--- src/hw/rtl/tdma_pkg.sv ---
package tdma_pkg;

    localparam int MAX_STATES   = 16;
    localparam int STATE_W      = $clog2(MAX_STATES);
    localparam int COUNT_W      = $clog2(MAX_STATES + 1);
    localparam int OUTPUT_W     = 8;
    localparam int LABEL_W      = 8;
    localparam int LBL_DEPTH    = MAX_STATES * MAX_STATES;
    localparam int LBL_ADDR_W   = 2 * STATE_W;
    localparam int NUM_STATES_W = 5;
    localparam int FINAL_MASK_W = 16;
    localparam int CFG_IDX_W    = 2;
    localparam int CFG_DATA_W   = 16;

    typedef enum logic [2:0] {
        KIND_LOAD_TRANS = 3'd0,
        KIND_LOAD_OUT   = 3'd1,
        KIND_START      = 3'd2,
        KIND_SYMBOL     = 3'd3,
        KIND_END        = 3'd4
    } kind_t;

    typedef enum logic [1:0] {
        ST_MOVED     = 2'd0,
        ST_ACCEPTED  = 2'd1,
        ST_NO_TRANS  = 2'd2,
        ST_NOT_FINAL = 2'd3
    } status_t;

    typedef enum logic [CFG_IDX_W-1:0] {
        REG_NUM_STATES   = 2'd0,
        REG_INITIAL      = 2'd1,
        REG_FINAL_MASK   = 2'd2
    } cfg_reg_t;

    typedef struct packed {
        logic [2:0]         kind;
        logic [3:0]         from_state;
        logic [3:0]         to_state;
        logic [LABEL_W-1:0] symbol;
        logic [7:0]         state_value;
    } in_item_t;

    typedef struct packed {
        logic [OUTPUT_W-1:0] moore_output;
        logic [3:0]          next_state;
        logic                is_end;
        logic [1:0]          status;
    } out_item_t;

endpackage

--- src/hw/rtl/tdma_ram.sv ---
module tdma_ram #(
    parameter int WIDTH = 8,
    parameter int DEPTH = 16
) (
    input  logic                     aclk,
    input  logic                     we,
    input  logic [$clog2(DEPTH)-1:0] waddr,
    input  logic [WIDTH-1:0]         wdata,
    input  logic                     re,
    input  logic [$clog2(DEPTH)-1:0] raddr,
    output logic [WIDTH-1:0]         rdata
);

    logic [WIDTH-1:0] mem_reg [DEPTH];
    logic [WIDTH-1:0] rdata_reg;

    always_ff @(posedge aclk) begin
        if (we) begin
            mem_reg[waddr] <= wdata;
        end
        if (re) begin
            rdata_reg <= mem_reg[raddr];
        end
    end

    assign rdata = rdata_reg;

endmodule

--- src/hw/rtl/table_driven_moore_automaton_unit.sv ---
// Load and start items, and a symbol accepted while the word is dead, leave the unit idle.
// Symbol: labels of the current row are read from the label RAM one per cycle, lowest
// state first, until the first match or the end of the row (limit states) ends the scan.
// End item: result goes out via S_EMIT. One item in flight; results wait in an output reg.
// Reset (aresetn low, synchronous) clears all label valid bits at once, state 0, not dead,
// num_states 16, initial_state 0, final_mask 0. The state output RAM is not cleared.
module table_driven_moore_automaton_unit (
    input  logic                               aclk,
    input  logic                               aresetn,
    input  logic                               cfg_we,
    input  logic [tdma_pkg::CFG_IDX_W-1:0]     cfg_index,
    input  logic [tdma_pkg::CFG_DATA_W-1:0]    cfg_wdata,
    input  logic                               s_valid,
    output logic                               s_ready,
    input  tdma_pkg::in_item_t                 s_data,
    output logic                               m_valid,
    input  logic                               m_ready,
    output tdma_pkg::out_item_t                m_data
);

    import tdma_pkg::*;

    typedef enum logic [1:0] {S_IDLE, S_SCAN, S_EMIT} fsm_t;

    fsm_t                    state_reg;
    logic [NUM_STATES_W-1:0] num_states_reg;
    logic [STATE_W-1:0]      initial_reg;
    logic [FINAL_MASK_W-1:0] final_mask_reg;
    logic [STATE_W-1:0]      cur_reg;
    logic                    dead_reg;
    logic [LBL_DEPTH-1:0]    lbl_valid_reg;
    logic [LABEL_W-1:0]      sym_reg;
    logic [COUNT_W-1:0]      idx_reg;
    logic                    chk_vld_reg;
    logic [STATE_W-1:0]      chk_idx_reg;
    logic                    lbl_hit_vld_reg;
    logic [STATE_W-1:0]      res_next_reg;
    logic [1:0]              res_status_reg;
    logic                    res_end_reg;
    logic                    res_zero_reg;
    logic                    m_valid_reg;
    out_item_t               m_data_reg;

    logic                    acc;
    logic                    lbl_we;
    logic [LBL_ADDR_W-1:0]   lbl_waddr;
    logic [LBL_ADDR_W-1:0]   lbl_raddr;
    logic [LABEL_W-1:0]      lbl_rdata;
    logic                    out_we;
    logic                    out_re;
    logic [OUTPUT_W-1:0]     out_rdata;
    logic [COUNT_W-1:0]      limit;
    logic                    issue;
    logic                    found;
    logic                    slot_free;

    always_comb begin
        s_ready   = (state_reg == S_IDLE);
        acc       = s_valid && s_ready;
        lbl_we    = acc && (s_data.kind == KIND_LOAD_TRANS);
        lbl_waddr = {s_data.from_state[STATE_W-1:0], s_data.to_state[STATE_W-1:0]};
        out_we    = acc && (s_data.kind == KIND_LOAD_OUT);
        out_re    = acc && ((s_data.kind == KIND_SYMBOL) || (s_data.kind == KIND_END));
        limit     = (COUNT_W'(num_states_reg) > COUNT_W'(MAX_STATES))
                    ? COUNT_W'(MAX_STATES) : COUNT_W'(num_states_reg);
        // label 0 means no transition, so symbol 0 never matches
        found     = chk_vld_reg && lbl_hit_vld_reg && (lbl_rdata == sym_reg)
                    && (sym_reg != '0);
        issue     = (state_reg == S_SCAN) && !found && (idx_reg < limit);
        lbl_raddr = {cur_reg, idx_reg[STATE_W-1:0]};
        slot_free = !m_valid_reg || m_ready;
    end

    tdma_ram #(
        .WIDTH (LABEL_W),
        .DEPTH (LBL_DEPTH)
    ) u_label_ram (
        .aclk  (aclk),
        .we    (lbl_we),
        .waddr (lbl_waddr),
        .wdata (s_data.symbol),
        .re    (issue),
        .raddr (lbl_raddr),
        .rdata (lbl_rdata)
    );

    tdma_ram #(
        .WIDTH (OUTPUT_W),
        .DEPTH (MAX_STATES)
    ) u_output_ram (
        .aclk  (aclk),
        .we    (out_we),
        .waddr (s_data.from_state[STATE_W-1:0]),
        .wdata (s_data.state_value[OUTPUT_W-1:0]),
        .re    (out_re),
        .raddr (cur_reg),
        .rdata (out_rdata)
    );

    always_ff @(posedge aclk) begin
        if (!aresetn) begin
            state_reg      <= S_IDLE;
            num_states_reg <= NUM_STATES_W'(MAX_STATES);
            initial_reg    <= '0;
            final_mask_reg <= '0;
            cur_reg        <= '0;
            dead_reg       <= 1'b0;
            lbl_valid_reg  <= '0;
            chk_vld_reg    <= 1'b0;
            m_valid_reg    <= 1'b0;
        end else begin
            if (cfg_we) begin
                unique case (cfg_index)
                    REG_NUM_STATES: num_states_reg <= cfg_wdata[NUM_STATES_W-1:0];
                    REG_INITIAL:    initial_reg    <= cfg_wdata[STATE_W-1:0];
                    REG_FINAL_MASK: final_mask_reg <= cfg_wdata[FINAL_MASK_W-1:0];
                    default: ;
                endcase
            end

            // a new result loaded in S_EMIT takes over the slot
            if (m_valid_reg && m_ready && (state_reg != S_EMIT)) begin
                m_valid_reg <= 1'b0;
            end

            if (lbl_we) begin
                lbl_valid_reg[lbl_waddr] <= 1'b1;
            end

            // label read pipeline: issue now, compare next cycle
            chk_vld_reg <= issue;
            if (issue) begin
                chk_idx_reg     <= idx_reg[STATE_W-1:0];
                idx_reg         <= idx_reg + COUNT_W'(1);
                lbl_hit_vld_reg <= lbl_valid_reg[lbl_raddr];
            end

            unique case (state_reg)
                S_IDLE: begin
                    if (acc) begin
                        case (s_data.kind)
                            KIND_START: begin
                                cur_reg  <= initial_reg;
                                dead_reg <= 1'b0;
                            end
                            KIND_SYMBOL: begin
                                if (!dead_reg) begin
                                    sym_reg   <= s_data.symbol;
                                    idx_reg   <= '0;
                                    state_reg <= S_SCAN;
                                end
                            end
                            KIND_END: begin
                                res_next_reg <= cur_reg;
                                res_end_reg  <= 1'b1;
                                res_zero_reg <= dead_reg;
                                if (dead_reg) begin
                                    res_status_reg <= ST_NO_TRANS;
                                end else if (final_mask_reg[cur_reg]) begin
                                    res_status_reg <= ST_ACCEPTED;
                                end else begin
                                    res_status_reg <= ST_NOT_FINAL;
                                end
                                state_reg <= S_EMIT;
                            end
                            default: ;
                        endcase
                    end
                end
                S_SCAN: begin
                    if (found) begin
                        cur_reg        <= chk_idx_reg;
                        res_next_reg   <= chk_idx_reg;
                        res_status_reg <= ST_MOVED;
                        res_end_reg    <= 1'b0;
                        res_zero_reg   <= 1'b0;
                        state_reg      <= S_EMIT;
                    end else if (!chk_vld_reg && (idx_reg >= limit)) begin
                        dead_reg       <= 1'b1;
                        res_next_reg   <= cur_reg;
                        res_status_reg <= ST_NO_TRANS;
                        res_end_reg    <= 1'b0;
                        res_zero_reg   <= 1'b0;
                        state_reg      <= S_EMIT;
                    end
                end
                S_EMIT: begin
                    if (slot_free) begin
                        m_valid_reg             <= 1'b1;
                        m_data_reg.moore_output <= res_zero_reg ? '0 : out_rdata;
                        m_data_reg.next_state   <= 4'(res_next_reg);
                        m_data_reg.is_end       <= res_end_reg;
                        m_data_reg.status       <= res_status_reg;
                        state_reg               <= S_IDLE;
                    end
                end
                default: state_reg <= S_IDLE;
            endcase
        end
    end

    assign m_valid = m_valid_reg;
    assign m_data  = m_data_reg;

endmodule

--- config.mk ---
export PLATFORM = sky130hd
export DESIGN_NAME = table_driven_moore_automaton_unit
export DESIGN_NICKNAME = d
export VERILOG_FILES = /design/src/hw/rtl/tdma_pkg.sv /design/src/hw/rtl/tdma_ram.sv /design/src/hw/rtl/table_driven_moore_automaton_unit.sv
export SDC_FILE = /design/constraint.sdc
export NUM_CORES = 2
export LEC_CHECK = 0
export BUFFER_PORTS_ARGS = -buffer_cell sky130_fd_sc_hd__buf_2
export CAP_MARGIN = 20
export CORE_MARGIN = 2
export CORE_UTILIZATION = 29
export DETAILED_ROUTE_END_ITERATION = 16
export GPL_TIMING_DRIVEN = 0
export HOLD_SLACK_MARGIN = 0.06
export SYNTH_ARGS = -nofsm -noshare
export SYNTH_HDL_FRONTEND = slang
export SYNTH_HIERARCHICAL = 1
export SYNTH_SLANG_ARGS = --single-unit
--- constraint.sdc ---
create_clock -name aclk -period 3.5 [get_ports aclk]
set_input_delay 0.7 -clock aclk [delete_from_list [all_inputs] [get_ports aclk]]
set_output_delay 0.7 -clock aclk [all_outputs]
set_load 0.03 [all_outputs]
# After elaboration in Yosys (flattened, before gate mapping)
# Memory sizes are Yosys's and may differ from the RTL's. A register that Yosys moved wholly into a read port is not among the register bits.
# Cells that the tools add are included.
# classes
magnitude_cmp	7
div	0
n_eq_ne	20
shift	0
multipliers	0
bitwise_logic	2
n_mux	54
n_reduce_logical	33
n_addsub	1
# op_table
cell	n
$or 256x256->256	1
$mux 5	6
$mux 4	7
$mux 1	20
$mux 2	10
$reduce_and 5->1	4
$lt 8x9->1 const B	2
$pmux 4 s2	2
$logic_and 1x1->1	13
$bmux 1 s8	1
$demux 1 s8	1
$eq 8x8->1	1
$ge 8x1->1 const B	1
$ne 2x1->1 const B	4
$ne 2x2->1 const B	4
$pmux 2 s2	2
$reduce_and 2->1	4
$reduce_bool 8->1	1
$eq 3x2->1 const B	2
$pmux 1 s2	3
$pmux 2 s3	1
$add 5x1->5 const B	1
$ge 5x5->1	1
$gt 5x5->1 const B	1
18 further kinds	24
# totals
reg_bits	331
mem_bits_ro	0
memories	2
inputBits	50
wordCells	140
ramBits	2176
latchBits	0
output_inout_bits	17
# mem_list
name	words	width	rd	rd_clocked_by_memory_dff	wr	line	source
u_label_ram.mem_reg	256	8	1	1	1	tdma_ram.sv:14	logic [WIDTH-1:0] mem_reg [DEPTH];
u_output_ram.mem_reg	16	8	1	1	1	tdma_ram.sv:14	

# Logic depth before layout (Yosys ltp)
# logic_depth
word_depth	11
ltp_mapped	12
mapped_depth_nobuf	10

# By module
# Netlist, hierarchy kept.
# modules_own_cells
module	area_per_inst_um2	instances	cells_each
tdma_ram (u_label_ram)	79636.4	1	3733
table_driven_moore_automaton_unit	13302.8	1	1340
tdma_ram (u_output_ram)	5227.5	1	229

# Least setup slack after synthesis
# OpenSTA, ideal clock, no wires.
# synth_path
path_kind	input-to-reg
start	input port s_data[26] (netlist bit)
end	memory u_label_ram.mem_reg[234][0] (enable)
path_buffers	5
slack_ps	154
arrival_ps	2975
setup_time_ps	370
cell_stages	10
path_cell_list	nand3b_1 nand2b_1 buf_2 inv_2 clkbuf_1 clkbuf_1 buf_1 nand3_1 clkbuf_1 nor2_1
# synth_via
elab_chain_cells	4
# synth_rtl
element	line	source
start, declared	table_driven_moore_automaton_unit.sv:15	input tdma_pkg::in_item_t s_data,
$logic_not 3->1	table_driven_moore_automaton_unit.sv:60	lbl_we = acc && (s_data.kind == KIND_LOAD_TRANS);
$logic_and 1x1->1	table_driven_moore_automaton_unit.sv:60	
named net lbl_we	table_driven_moore_automaton_unit.sv:45	logic lbl_we;
$mux 1	tdma_ram.sv:18	if (we) begin
$mux 1 (implied by the code)	tdma_ram.sv:19	mem_reg[waddr] <= wdata;
end, declared	tdma_ram.sv:14	
# The timed path passes the listed nets, and every way through them passes these cells.

# Worst setup path in the final report
# layout_path
start	input port s_data[21] (netlist bit)
end	memory u_label_ram.mem_reg[230][4] (enable)
# Straight into the memory's write port.

==> results.json <==
{
  "run_status": "complete, but fails checks",
  "violations": "setup timing",
  "worst-setup-path-type": "in2reg",
  "ctsRootBufferMaster": "clkbuf_16",
  "grt_setup_unrepaired": "true",
  "timing.final.ws_setup_ns": -0.145,
  "power.total_mw": 63.3,
  "route.met3.wl_um": 33200,
  "fillerInstances": 31600,
  "met2_wl_post_dr_um": 136000,
  "synth_async_sr_flop_share": 0,
  "cp_cell_sequence": "buf_2, nor2b_1, nand3_1, clkbuf_1, nor2_2",
  "total_global_routing_overflow": 0,
  "timing.critical_path.slowest_cell_delay_ns": 0.82,
  "design.portCount": 67,
  "timing.critical_path.required_ns": 4.05,
  "library_cell_occupying_the_most_area_in_the_post_synthesis_netlist": "edfxtp_1",
  "grtUsageTotal": 0.171,
  "max_cap_viol_count": 0,
  "worst_setup_path_start_kind": "primary input",
  "max_freq_mhz": 274,
  "worstRegToRegCells": 8,
  "synthAdderAreaFrac": 0.000765,
  "synth-simple-area-share": 0.0428,
  "ys_dominant_reg_cell": "edfxtp_1",
  "postRouteWirelength_um": 302000,
  "synth_area_in_compound_gates": 0.0485,
  "syn2layout_area_growth_pct": 18.0,
  "routed_wire_length_per_instance_um": 28.9,
  "cts-root-to-sink-buffers": 4,
  "first_iter_violations": 7295,
  "synth.distinct_cells": 73,
  "synth_top_cells_by_area": "edfxtp_1 68%, mux4_2 12%, dfxtp_1 5.9%",
  "ys_seq_area_frac": 0.742,
  "post-synth-top-area-fraction": 0.683,
  "post_syn_area_sq_um": 98200,
  "worstSkewPairLatency_ns": 0.94,
  "clk_pin_slew_worst_paths_ns": 0.06,
  "period_share": 1.04,
  "row_count": 213,
  "port-buffer-count": 66,
  "met1Wirelength_um": 117000,
  "drive_above_1_share": 0.277,
  "synth_enable_flop_cells": 2233,
  "worstPathArrival_ns": 4.20,
  "hold_path_class": "in2reg",
  "synth_top_family_by_area": "multiplexers",
  "critical-path-slowest-cell": "nand3_1",
  "max-vdd-ir-drop_uv": 436,
  "synth.yosys.warnings": 6,
  "floorplan.initialDensity": 0.291,
  "number_of_global_route_vias_before_repair": 54500,
  "slew_headroom": 0.189,
  "grt_first_pass_wirelength_um": 416000,
  "detail_placement_hpwl_um": 201000,
  "number_of_design_rule_violations_left_after_detail_routing": 0,
  "synth.net_count": 5358,
  "num_vias": 55600,
  "clock_tree.htree_level_count": 4,
  "fp.dieArea_sq_um": 343000,
  "hold_viol_final": 0,
  "routabilityCongestion": 0.917,
  "timing.rr.start": "state_reg[1]",
  "worst_hold_startpoint": "aresetn",
  "static_leakage_power_nw": 35.6,
  "setup-violations-final": 110,
  "max_slew.worst_pin.slew_ns": 1.22,
  "cts_buffers": 245,
  "syn_area_per_cell_sq_um": 18.5,
  "power_density_nw_per_um2": 546,
  "largest_register_ffs": 2048,
  "timing.rr.end": "u_label_ram/mem_reg[202][7]",
  "timing.final.crit_period_ns": 3.64,
  "floorplan.die.width_um": 586,
  "worst-r2r-setup-slack_ns": -0.13,
  "final_max_slew_viol_count": 0,
  "highest_layer": "met5",
  "grt_max_degree": 153,
  "synth.ff_latch_count": 2523,
  "synth_xor_xnor_area_share": 0.000892,
  "skew_ns": 0.103,
  "layout.cell_area.non_filler_sq_um": 116000,
  "core_area_sq_um": 337000,
  "critical_path_buf_inv_count": 2,
  "design.final.nets": 5771,
  "antenna_found_initial": 10,
  "worst-path-max-fanout": 21,
  "drt_pass1_iterations": 7,
  "setup.worst_path.end_class": "flop",
  "routed_via_density": 5.34,
  "hold-path-endpoint": "idx_reg[3]",
  "cts.sink_count": 2523,
  "worst_path_dominant_cell_family": "simple AND/OR/NAND/NOR gates",
  "detailed_place.area_sq_um": 105000,
  "yosys-mux-area-fraction": 0.144,
  "cts_tree": "done",
  "worstHoldPathCells": 1,
  "die_y_um": 586,
  "netlist_instances": 5302,
  "ant_nets": 0
}
## metal layers
metal,GRT usage,vias to the layer above
met3,0.0450,659
met2,0.261,3102
met1,0.226,29600
li1,-,22300
met4,0.0835,4
met5,0,-
## Yosys cell counts, drive strengths merged (2+ instances only)
| cell type | instances |
|---|---|
| a211oi | 19 |
| o221ai | 51 |
| mux2i | 146 |
| nand2b | 23 |
| o21ai | 17 |
| and3 | 3 |
| nor2b | 47 |
| a22o | 8 |
| clkdlybuf4s25 | 3 |
| mux4 | 555 |
| nor2 | 599 |
| a221oi | 14 |
| nand3 | 39 |
| or3b | 2 |
| o22ai | 28 |
| a22oi | 176 |
| a311oi | 6 |
| nand3b | 7 |
| mux2 | 10 |
| and3b | 3 |
| xor2 | 7 |
| buf | 171 |
| nor3b | 5 |
| ha | 6 |
| nand4 | 10 |
| clkbuf | 167 |
| nand2 | 108 |
| inv | 11 |
| a2111oi | 5 |
| a31oi | 48 |
| nor4b | 2 |
| clkinv | 2 |
| o21a | 6 |
| and2 | 14 |
| edfxtp | 2233 |
| nor3 | 49 |
| xnor2 | 3 |
| nor4 | 34 |
| dfxtp | 290 |
| o22a | 5 |
| o211ai | 11 |
| o32ai | 5 |
| or2 | 4 |
| a21oi | 339 |
## power breakdown
part / switching [mW] / total, mW / internal, mW
clock: 11.3 / 25.7 / 14.4
combinational: 3.14 / 4.81 / 1.67
sequential: 0.0378 / 32.8 / 32.8
## worst register-to-register path, cell delays in order (launching register included)
cell and delay (ns):
dfxtp_1 0.36, nor2_2 0.23, nand3b_1 0.19, nand2b_1 0.23
buf_2 0.25, inv_8 0.24, nand4_1 0.49, clkbuf_1 0.48
nor2_1 0.80
## area by class of cell
class,instances,area (sq um),share of cell area
flip-flops and latches,2523,72900,0.629
multi-input cells,2425,25200,0.218
clock buffers,321,6570,0.0567
well taps,4515,5650,0.0488
plain buffers,336,2600,0.0224
repair buffers,171,1790,0.0154
clock inverters,116,1090,0.00945
inverters,13,57.6,0.000497
diodes,3,7.51,0.0000648
## per-stage QoR
step	setup TNS (ns)	setup WS, ns	hold slack (ns)	std cells	util
final	-7.69	-0.145	0.168	10400	0.344
after global routing	-9.00	-0.219	0.151	10400	0.344
after CTS	-8.95	-0.177	0.116	10400	0.342
after detailed placement	-3655.85	-2.36	0.405	9932	0.312
after global placement	-7187.75	-2.77	0.409	9883	0.309
after floorplan	0	0.154	0.400	5302	-
## repair_timing
item                                     CTS  global route
hold endpoints to repair                  28             0
cloned                                     1             0
gates resized for setup                  569           141
hold buffers                              17             0
buffers inserted                          21            12
pin swaps                                 27            16
endpoints found under the setup margin  2057          1126
## layout by cell type (no fill, tap or decap), types with 24 or more instances in the layout
cell type and n:
clkinv_2 47, buf_2 122, clkbuf_1 147, clkinv_1 40
buf_4 71, clkbuf_8 28, clkbuf_16 247, clkbuf_4 25
edfxtp_1 2233, nor2_1 398, nor2_4 96, nand3_1 30
buf_6 42, a22oi_1 169, dfxtp_1 287, o22ai_1 24
nor3_1 29, nor2_2 105, nand2_1 106, a21oi_1 320
mux2i_1 144, clkbuf_2 36, a31oi_1 48, nor2b_1 45
o221ai_1 32, buf_8 42, mux4_2 539
## cells by family (layout without fill, tap and decap cells)
group / after synthesis / after routing
muxes: 711 / 711
AOI/OAI and AO/OA: 745 / 745
buffers and inverters: 354 / 957
adders and majority gates: 6 / 6
and+or+nand+nor: 953 / 953
other: 0 / 3
DFF: 2523 / 2523
xor gates and xnor gates: 10 / 10
## how the worst max path moves through the flow
stage	from	slack, ns	endpoint	cells after the start
final	s_data[21]	-0.14	u_label_ram/mem_reg[230][4]	5
after global routing	state_reg[1]	-0.22	u_label_ram/mem_reg[201][7]	8
after CTS	state_reg[1]	-0.18	u_label_ram/mem_reg[205][3]	8
after detailed placement	s_data[26]	-2.36	u_label_ram/mem_reg[137][0]	11
after global placement	s_data[26]	-2.77	u_label_ram/mem_reg[182][3]	11
after floorplan	s_data[26]	0.15	u_label_ram/mem_reg[234][0]	10
Power figures use the tool's default switching activity.
